**src/sv/kvcf_pkg.sv**
```systemverilog
// package: types, constants and codes shared by the keyed value coalescer framer
package kvcf_pkg;

  localparam int DEF_TABLE_DEPTH       = 128;
  localparam int DEF_MAX_FRAME_ENTRIES = 32;

  localparam int KEY_W     = 16;
  localparam int TYPE_W    = 8;
  localparam int VAL_W     = 32;
  localparam int LIMIT_W   = 16;
  localparam int CNT_W     = 6;
  localparam int LEN_W     = 9;
  localparam int ENTRY_W   = KEY_W + TYPE_W + VAL_W;
  localparam int S_DATA_W  = KEY_W + TYPE_W + VAL_W + LIMIT_W;
  localparam int S_USER_W  = 1;
  localparam int M_DATA_W  = 1 + CNT_W + LEN_W + KEY_W + TYPE_W + VAL_W;
  localparam int M_USER_W  = 2;
  localparam int HDR_BYTES = 2;

  typedef enum logic [1:0] {
    KIND_PUBLISH = 2'd0,
    KIND_HEADER  = 2'd1,
    KIND_ENTRY   = 2'd2,
    KIND_EMPTY   = 2'd3
  } kind_t;

  typedef enum logic [2:0] {
    ST_IDLE,
    ST_SEARCH,
    ST_RESP_OK,
    ST_RESP_FULL,
    ST_EMPTY,
    ST_HDR,
    ST_RD,
    ST_ENTRY
  } state_t;

  typedef enum logic [2:0] {
    OUT_NONE,
    OUT_PUB_OK,
    OUT_PUB_FULL,
    OUT_HDR,
    OUT_ENTRY,
    OUT_EMPTY
  } out_sel_t;

  typedef struct packed {
    logic     capture;
    logic     walk;
    logic     wr_hit;
    logic     wr_append;
    logic     commit_flush;
    out_sel_t out_sel;
  } cmd_t;

  typedef struct packed {
    logic hit;
    logic miss_done;
    logic full;
    logic in_flush;
    logic in_empty;
    logic out_free;
    logic walk_done;
  } status_t;

endpackage

```
**src/sv/kvcf_ctrl.sv**
```systemverilog
// controller: sequences search, append, response and frame emission
module kvcf_ctrl (
  input  logic              clk,
  input  logic              rst,
  input  logic              in_valid,
  output logic              in_ready,
  input  kvcf_pkg::status_t status,
  output kvcf_pkg::cmd_t    cmd
);
  import kvcf_pkg::*;

  state_t state;
  state_t state_next;

  always_ff @(posedge clk) begin
    if (rst) begin
      state <= ST_IDLE;
    end else begin
      state <= state_next;
    end
  end

  always_comb begin
    state_next = state;
    unique case (state)
      ST_IDLE: begin
        if (in_valid) begin
          if (!status.in_flush) begin
            state_next = ST_SEARCH;
          end else if (status.in_empty) begin
            state_next = ST_EMPTY;
          end else begin
            state_next = ST_HDR;
          end
        end
      end
      ST_SEARCH: begin
        if (status.hit) begin
          state_next = ST_RESP_OK;
        end else if (status.miss_done) begin
          state_next = status.full ? ST_RESP_FULL : ST_RESP_OK;
        end
      end
      ST_RESP_OK, ST_RESP_FULL, ST_EMPTY: begin
        if (status.out_free) begin
          state_next = ST_IDLE;
        end
      end
      ST_HDR: begin
        if (status.out_free) begin
          state_next = ST_RD;
        end
      end
      ST_RD: begin
        state_next = ST_ENTRY;
      end
      ST_ENTRY: begin
        if (status.out_free) begin
          state_next = status.walk_done ? ST_IDLE : ST_RD;
        end
      end
      default: state_next = ST_IDLE;
    endcase
  end

  always_comb begin
    cmd          = '0;
    cmd.out_sel  = OUT_NONE;
    in_ready     = 1'b0;
    unique case (state)
      ST_IDLE: begin
        in_ready    = !rst;
        cmd.capture = in_valid && !rst;
      end
      ST_SEARCH: begin
        cmd.walk = 1'b1;
        if (status.hit) begin
          cmd.wr_hit = 1'b1;
        end else if (status.miss_done && !status.full) begin
          cmd.wr_append = 1'b1;
        end
      end
      ST_RESP_OK: begin
        if (status.out_free) cmd.out_sel = OUT_PUB_OK;
      end
      ST_RESP_FULL: begin
        if (status.out_free) cmd.out_sel = OUT_PUB_FULL;
      end
      ST_EMPTY: begin
        if (status.out_free) cmd.out_sel = OUT_EMPTY;
      end
      ST_HDR: begin
        if (status.out_free) cmd.out_sel = OUT_HDR;
      end
      ST_RD: begin
        cmd.walk = 1'b1;
      end
      ST_ENTRY: begin
        if (status.out_free) begin
          cmd.out_sel      = OUT_ENTRY;
          cmd.commit_flush = status.walk_done;
        end
      end
      default: begin
        cmd = '0;
      end
    endcase
  end

endmodule

```
**config.mk**
```make
export PLATFORM = sky130hd
export DESIGN_NAME = kvcf_ctrl
export DESIGN_NICKNAME = d
export VERILOG_FILES = /design/src/sv/kvcf_pkg.sv /design/src/sv/kvcf_ctrl.sv
export SDC_FILE = /design/constraint.sdc
export NUM_CORES = 1
export LEC_CHECK = 0
export CORE_AREA = 2 2 39 41
export DETAILED_ROUTE_END_ITERATION = 10
export DIE_AREA = 0 0 41 43
export DONT_BUFFER_PORTS = 1
export HOLD_SLACK_MARGIN = 0.02
export PLACE_DENSITY = 0.45
export SYNTH_ARGS = -nofsm -noshare
export SYNTH_HDL_FRONTEND = slang
export SYNTH_SLANG_ARGS = --single-unit
```
**constraint.sdc**
```tcl
create_clock -name clk -period 2.25 [get_ports clk]
set_clock_uncertainty 0.1 [all_clocks]
set_input_delay 0.1125 -clock clk [delete_from_list [all_inputs] [get_ports clk]]
set_output_delay 0.1125 -clock clk [all_outputs]
set_load 0.02 [all_outputs]
```
==> flow_summary.json, run 1 <==
{
  "fmax_ghz": 0.5105,
  "critPathKind": "reg2out",
  "synthDistinctLibCells": 27,
  "grt_pass1_wl_um": 1511,
  "final_antenna_net_count": 0,
  "status": "complete, no violations",
  "first_iter_violations": 9,
  "slew_headroom_pct": 58.31,
  "finalSetupTns_ns": 0,
  "hold_depth": 2,
  "hold_path.class": "in2reg",
  "worst_pin_slew_ns": 0.6206,
  "syn2layout_area_growth_pct": 11.23,
  "cts_tree": "yes",
  "period_minus_slack_ns": 1.959,
  "synth_largest_area_cell": "dfxtp_1",
  "clk_pin_slew_ns": 0.04,
  "final_common_cell": "nand2_1",
  "critPathRequiredTime_ns": 2.04,
  "grt_use_total_pct": 12.22,
  "initial_utilization_pct": 25.77,
  "netlist_area_um2": 356.6,
  "grt_pass1_vias": 357,
  "core_mm2": 0.001384,
  "fin_crit_sh_pct": 87.06,
  "die_y_um": 43,
  "cts_buffer_depth": 2,
  "cts_setup_buffers": 0,
  "gp_congestion": 0.7080,
  "io_pins": 19,
  "r2r_end": "state[1]$_SDFFE_PP0P_",
  "powerDensity_mw_per_mm2": 1262,
  "slew_violations": 0,
  "timing.rr.start": "state[1]$_SDFFE_PP0P_",
  "yosysSeqAreaShare_pct": 16.84,
  "ys.warnings.count": 0,
  "async_reset_ff_share_pct": 0,
  "routed_wirelength_um": 952,
  "row_count": 14,
  "irDropWorstVdd_v": 0.0003991,
  "cts_made_buffers": 3,
  "rsz0062_at_grt": "no",
  "dp_hpwl_um": 712.1,
  "synth_edf_count": 0,
  "port_buffers": 0,
  "synth_top_area_share_pct": 16.84,
  "worstPathArrival_ns": 1.75,
  "rr_worst_depth": 4,
  "fillers": 158,
  "vias": 404,
  "die-width_um": 41,
  "drive_gt1_share_pct": 9.091,
  "viasPerCell": 5.690,
  "drc": 0,
  "critPathCaptureType": "primary output",
  "path_buf_inv": 1,
  "rrSetupSlack_ns": 0.53,
  "reg_top3": "state x3",
  "whs_endpoint": "state[0]$_SDFFE_PP0P_",
  "worstHoldStart": "status[1]",
  "critPathMaxFanout": 16,
  "cp_top_family": "flip-flops",
  "wl_per_cell_um": 13.41,
  "largest_reg_flops": 3,
  "setup_viol": 0,
  "firstDrtPassIters": 4,
  "final_cell_mix": "7 x nand2_1, 5 x nor2_1, 5 x a21oi_1",
  "ys_seq_elements": 3,
  "insertion_delay_ns": 0.23,
  "antenna_found_initial": 0,
  "hold_viol_final": 0,
  "slowest_delay_ns": 0.62,
  "grt_max_degree": 18,
  "ys.flop_type": "dfxtp_1",
  "htreeDepth": 1,
  "slowest_stage": "dfxtp_1",
  "die-area_mm2": 0.001763,
  "leakage_nw": 0.1412,
  "root_buffer": "clkbuf_4",
  "synthTopCellsByArea": "dfxtp_1 17%, nand2_1 7.4%, a21oi_1 7.0%",
  "antenna_cells": 0,
  "setup.worst_path.start_class": "flop",
  "drv_cap": 0,
  "numClockSinks": 3,
  "finish.utilization_pct": 28.66,
  "syn_nets": 63,
  "overflow": 0,
  "nets": 66,
  "crit_chain": "inv_1, or3_1, a21oi_1",
  "netlist_instances": 53,
  "regMostFlops": "state",
  "syn_area_per_cell_um2": 6.728
}
==> how the worst max path moves through the flow <==
stage	startpoint	cells past startpoint	slack [ns]	to
floorplan	state[2]$_SDFFE_PP0P_	4	0.33	cmd[7]
global placement	state[1]$_SDFFE_PP0P_	3	0.54	cmd[0]
detailed placement	state[1]$_SDFFE_PP0P_	3	0.54	cmd[0]
CTS	state[1]$_SDFFE_PP0P_	3	0.29	cmd[0]
global route	state[1]$_SDFFE_PP0P_	3	0.14	cmd[0]
finish	state[1]$_SDFFE_PP0P_	3	0.29	cmd[0]
==> stage by stage <==
step / power [mW] / std cells / worst slack (ns) / hold slack, ns / cell area [µm²]
after floorplan: 0.3700 / 53 / 0.3328 / 0.08157 / 356.6
after global placement: 0.4091 / 66 / 0.5369 / 0.09553 / 360.3
after detailed placement: 0.4066 / 66 / 0.5390 / 0.09700 / 360.3
after CTS: 0.5049 / 71 / 0.2866 / 0.07637 / 396.6
after global routing: 0.5490 / 71 / 0.1412 / 0.08384 / 396.6
final: 0.5006 / 71 / 0.2911 / 0.08124 / 396.6
==> cell type report <==
type,count,area (µm²),share of cell area (%)
tap,16,20.02,5.047
inverter,3,11.26,2.839
clock buffer,4,26.28,6.625
sequential,3,60.06,15.14
multi-input combinational,43,261.5,65.93
timing repair buffer,2,17.52,4.416
==> routing by layer <==
metal	global-route usage, %	up-vias	wire length [µm]	part of all wire (%)
met4	6.000	0	0	0
met5	0	-	0	0
met1	16.61	181	411	43
li1	-	207	-	-
met2	17.50	16	461	48
met3	2.618	0	80	8.4
==> Yosys cell counts (2+ instances only) <==
master	number
a21oi_1	5
a221oi_1	2
and2_1	2
clkbuf_1	2
dfxtp_1	3
inv_1	3
nand2_1	7
nand2b_1	3
nor2_1	5
nor3_1	2
o2111ai_1	2
o211ai_1	2
==> logic make-up (layout without fill, tap and decap cells) <==
family,count (synthesis),count (layout),share of synthesized area [%]
AND/OR/NAND/NOR,27,27,41.41
AO/OA/AOI/OAI,16,16,31.93
buffers and inverters,7,9,9.824
flip-flops,3,3,16.84
==> power by group <==
| group | internal, mW | switching, mW | total, mW | leakage (nW) |
|---|---|---|---|---|
| sequential | 0.0730 | 0.0738 | 0.147 | 0.0248 |
| combinational | 0.112 | 0.148 | 0.260 | 0.101 |
| clock | 0.0664 | 0.0272 | 0.0936 | 0.0150 |
==> what timing repair did <==
item                                   in CTS  in global routing
endpoints found under the hold margin       3                  0
gates resized for setup                     0                  0
hold buffers                                1                  0
==> worst register-to-register path, cell delays in order, from the launching register on <==
cell	delay (ns)
dfxtp_1	0.62
inv_1	0.18
o211ai_1	0.32
o2111ai_1	0.16
a221oi_1	0.24
No activity file was read; power rests on OpenSTA's default activity.
==> inputs of run 2 (changes only) <==
Settings changed: BUFFER_PORTS_ARGS set to -buffer_cell sky130_fd_sc_hd__buf_2, DONT_BUFFER_PORTS 1 to not set, PLACE_DENSITY 0.45 to 0.57.
==> flow_summary.json, run 2 (synthesis results as in run 1) <==
{
  "regMostFlops": "state",
  "hold_depth": 4,
  "largest_reg_flops": 3,
  "core_mm2": 0.001384,
  "die_y_um": 43,
  "worstHoldStart": "status[6]",
  "antenna_found_initial": 0,
  "row_count": 14,
  "fmax_ghz": 0.5284,
  "drive_gt1_share_pct": 30.56,
  "cts_setup_buffers": 0,
  "period_minus_slack_ns": 1.893,
  "root_buffer": "clkbuf_4",
  "slowest_stage": "dfxtp_1",
  "critPathCaptureType": "primary output",
  "place_area_um2": 442.9,
  "hold_viol_final": 0,
  "rrSetupSlack_ns": 0.48,
  "finalSetupTns_ns": 0,
  "initial_utilization_pct": 25.77,
  "met1_length_um": 428,
  "cts_made_buffers": 3,
  "irDropWorstVdd_v": 0.0003242,
  "hold_path.class": "in2reg",
  "gp_congestion": 0.7939,
  "vias": 448,
  "numClockSinks": 3,
  "pre_cts_ws_ns": 0.4854,
  "cts_buffer_depth": 2,
  "routed.top_layer": "met3",
  "critPathRequiredTime_ns": 2.04,
  "wl_met3_um": 73,
  "leakage_nw": 0.2191,
  "setup_slack_ns": 0.3574,
  "dr_wl_met2_um": 460,
  "cts_tree": "yes",
  "r2r_end": "state[1]$_SDFFE_PP0P_",
  "ctsResizeCount": 0,
  "drv_cap": 0,
  "antenna_cells": 0,
  "rr_worst_depth": 4,
  "routed_wirelength_um": 963,
  "reg_top3": "state x3",
  "slew_violations": 0,
  "grt_max_degree": 18,
  "insertion_delay_ns": 0.23,
  "powerDensity_mw_per_mm2": 1101,
  "nets": 83,
  "worstPathArrival_ns": 1.68,
  "slowest_delay_ns": 0.62,
  "setup.worst_path.start_class": "flop",
  "htreeDepth": 1,
  "setup_viol": 0,
  "hold_buffers": 1,
  "timing.rr.start": "state[1]$_SDFFE_PP0P_",
  "first_iter_violations": 10,
  "crit_chain": "inv_1, or3_1, a21oi_1, buf_2",
  "final_antenna_net_count": 0,
  "grt_pass1_vias": 368,
  "wl_per_cell_um": 10.94,
  "dp_hpwl_um": 718.7,
  "critPathMaxFanout": 16,
  "die-area_mm2": 0.001763,
  "slew_headroom_pct": 65.24,
  "overflow": 0,
  "worst_pin_slew_ns": 0.5207,
  "port_buffers": 18,
  "die-width_um": 41,
  "clk_pin_slew_ns": 0.04,
  "viasPerCell": 5.091,
  "whs_endpoint": "state[0]$_SDFFE_PP0P_",
  "grt_pass1_wl_um": 1497,
  "fin_crit_sh_pct": 84.11,
  "whs_ns": 0.2097,
  "status": "complete, no violations",
  "final_cell_mix": "18 x buf_2, 7 x nand2_1, 5 x nor2_1, 5 x a21oi_1",
  "grt_use_total_pct": 12.83,
  "final_common_cell": "buf_2",
  "rsz0062_at_grt": "no",
  "io_pins": 19,
  "syn2layout_area_growth_pct": 34.39,
  "critPathKind": "reg2out",
  "firstDrtPassIters": 4,
  "fin_area_um2": 479.2,
  "drc": 0
}
run 2: area by class of cell:
type / count / area [µm²]
inverters: 3 / 11.26
repair buffers: 19 / 100.1
clock buffers: 4 / 26.28
multi-input cells: 43 / 261.5
flip-flops and latches: 3 / 60.06
well taps: 16 / 20.02
fillers: 158 / 904.6
run 2: worst max-delay path by stage:
stage                               start               endpoint  slack (ns)  cells past startpoint
finish              state[1]$_SDFFE_PP0P_                 cmd[0]        0.36                      4
detailed placement  state[1]$_SDFFE_PP0P_  state[1]$_SDFFE_PP0P_        0.49                      4
global route        state[1]$_SDFFE_PP0P_                 cmd[0]        0.22                      4
CTS                 state[1]$_SDFFE_PP0P_                 cmd[0]        0.35                      4
floorplan           state[2]$_SDFFE_PP0P_                 cmd[7]        0.33                      4
global placement    state[1]$_SDFFE_PP0P_  state[1]$_SDFFE_PP0P_        0.48                      4
run 2: power breakdown:
group | internal [mW] | switching [mW]
clock network | 0.0664 | 0.0272
registers | 0.0731 | 0.0741
logic | 0.131 | 0.156
total | 0.271 | 0.257
run 2: critical path: cells and delay by family, from the launching register on:
family                 cells  cell delay, ns
flip-flops                 1            0.62
AO/OA/AOI/OAI              1            0.13
buffers and inverters      2            0.36
AND/OR/NAND/NOR            1            0.33
run 2: through the flow:
| step | util (%) | power [mW] | cells |
|---|---|---|---|
| 4_1_cts | 34.63 | 0.5331 | 88 |
| 5_1_grt | 34.63 | 0.5804 | 88 |
| 6_report | 34.63 | 0.5275 | 88 |
| 2_1_floorplan | - | 0.3700 | 53 |
| 3_5_place_dp | 32.01 | 0.4343 | 83 |
| 3_3_place_gp | 32.01 | 0.4300 | 83 |
run 2: per-layer routing:
metal  vias up  GRT usage (%)
met4         0          6.000
met3         0          4.712
met1       189          14.70
met2        22          20.00
li1        237              -
met5         -              0
==> inputs of run 3 (changes only) <==
Clock period 2.25 ns to 1.8 ns, I/O delays scaled along.
==> flow_summary.json, run 3 (synthesis results as in run 1) <==
{
  "hold_path.class": "in2reg",
  "insertion_delay_ns": 0.24,
  "numClockSinks": 3,
  "status": "complete, no violations",
  "slowest_delay_ns": 0.40,
  "setup.worst_path.start_class": "flop",
  "setup_slack_ns": 0.1286,
  "drc": 0,
  "pre_cts_ws_ns": 0.1905,
  "worst_pin_slew_ns": 0.4296,
  "overflow": 0,
  "antenna_found_initial": 0,
  "worstPathArrival_ns": 1.48,
  "final_cell_mix": "18 x buf_2, 7 x nand2_1, 5 x nor2_1, 5 x a21oi_1, 4 x buf_4",
  "critPathMaxFanout": 11,
  "grt_use_total_pct": 14.30,
  "slew_headroom_pct": 70.96,
  "grt_pass1_wl_um": 1759,
  "cts_tree": "yes",
  "drv_cap": 0,
  "htreeDepth": 1,
  "final_common_cell": "buf_2",
  "nets": 87,
  "irDropWorstVdd_v": 0.0005363,
  "drive_gt1_share_pct": 36.84,
  "leakage_nw": 0.2403,
  "slowest_stage": "dfxtp_1",
  "crit_path_start": "state[2]$_SDFFE_PP0P_",
  "die-width_um": 41,
  "rrSetupSlack_ns": 0.17,
  "initial_utilization_pct": 25.77,
  "firstDrtPassIters": 3,
  "clk_pin_slew_ns": 0.04,
  "row_count": 14,
  "grt_max_degree": 12,
  "port_buffers": 18,
  "fmax_ghz": 0.5983,
  "routed_wirelength_um": 1073,
  "cts_buffer_depth": 2,
  "globalRouteMet1Util_pct": 20.32,
  "die-area_mm2": 0.001763,
  "wl_per_cell_um": 11.66,
  "period_minus_slack_ns": 1.671,
  "slew_violations": 0,
  "powerDensity_mw_per_mm2": 1383,
  "crit_chain": "buf_4, or3_1, a21oi_1, buf_2",
  "gp_congestion": 0.7855,
  "io_pins": 19,
  "timing.rr.start": "state[2]$_SDFFE_PP0P_",
  "vias": 463,
  "rr_worst_depth": 3,
  "viasPerCell": 5.033,
  "antenna_cells": 0,
  "critPathKind": "reg2out",
  "worstHoldStart": "status[6]",
  "setup_viol": 0,
  "fillers": 153,
  "r2r_end": "state[1]$_SDFFE_PP0P_",
  "cp-endpoint": "cmd[0]",
  "p_total_mw": 0.7147,
  "hold_viol_final": 0,
  "core_mm2": 0.001384,
  "grt_pass1_vias": 425,
  "regMostFlops": "state",
  "first_iter_violations": 14,
  "met3_usage_pct": 0,
  "rsz0062_at_grt": "no",
  "finalSetupTns_ns": 0,
  "met2_usage_pct": 20.94,
  "syn2layout_area_growth_pct": 44.91,
  "top_usage_layer": "met2",
  "fin_crit_sh_pct": 92.86,
  "cts_made_buffers": 3,
  "reg_top3": "state x3",
  "final_antenna_net_count": 0,
  "critPathCaptureType": "primary output",
  "largest_reg_flops": 3,
  "root_buffer": "clkbuf_4",
  "critPathRequiredTime_ns": 1.61,
  "dp_hpwl_um": 797.7,
  "die_y_um": 43
}
-- run 3: cell types whose count changed in the layout (fill, tap and decap cells not counted), sizes merged --
| cell | before | now |
|---|---|---|
| buf | 18 | 22 |
-- run 3: metrics by stage --
step | instance area, µm² | hold WS, ns | util, % | cells
finish | 516.7 | 0.1885 | 37.34 | 92
global placement | 471.7 | 0.2229 | 34.09 | 86
global route | 516.7 | 0.2006 | 37.34 | 92
detailed placement | 471.7 | 0.2347 | 34.09 | 86
CTS | 508.0 | 0.1741 | 36.71 | 91
floorplan | 362.8 | 0.05907 | - | 53
-- run 3: worst min path at each step --
stage	endpoint	slack, ns	cells past startpoint
final	state[0]$_SDFFE_PP0P_	0.19	4
after global routing	state[0]$_SDFFE_PP0P_	0.20	4
after CTS	state[0]$_SDFFE_PP0P_	0.17	4
after detailed placement	state[2]$_SDFFE_PP0P_	0.23	2
after global placement	state[2]$_SDFFE_PP0P_	0.22	2
after floorplan	state[2]$_SDFFE_PP0P_	0.06	1
-- run 3: repair_timing --
action	in CTS	in global routing
gates resized for setup	0	1
hold buffers	1	0
setup buffers	0	1
hold endpoints to repair	3	0
setup endpoints to repair	0	2
-- run 3: final cells by class --
| cell class | count | area [µm²] | area share (%) |
|---|---|---|---|
| multi-input cells | 43 | 267.8 | 51.82 |
| repair buffers | 23 | 130.1 | 25.18 |
| flip-flops and latches | 3 | 61.31 | 11.86 |
| clock buffers | 4 | 26.28 | 5.085 |
| well taps | 16 | 20.02 | 3.874 |
| inverters | 3 | 11.26 | 2.179 |
-- run 3: routing by layer --
metal  vias to the layer above  wire [µm]
met1                       209        510
met2                         7        528
li1                        247          -
met4                         0          0
met5                         -          0
met3                         0         33
-- run 3: critical path, delay by kind of cell (launching register included) --
kind	cells	cell delay [ns]
AOI/OAI and AO/OA	1	0.12
buffers and inverters	2	0.38
and+or+nand+nor	1	0.34
DFF	1	0.40
-- run 3: where the power goes --
group | switching (mW) | internal (mW) | total (mW)
Sequential | 0.0550 | 0.0930 | 0.148
Clock | 0.0382 | 0.0833 | 0.121
Combinational | 0.244 | 0.201 | 0.445
Total | 0.338 | 0.377 | 0.715
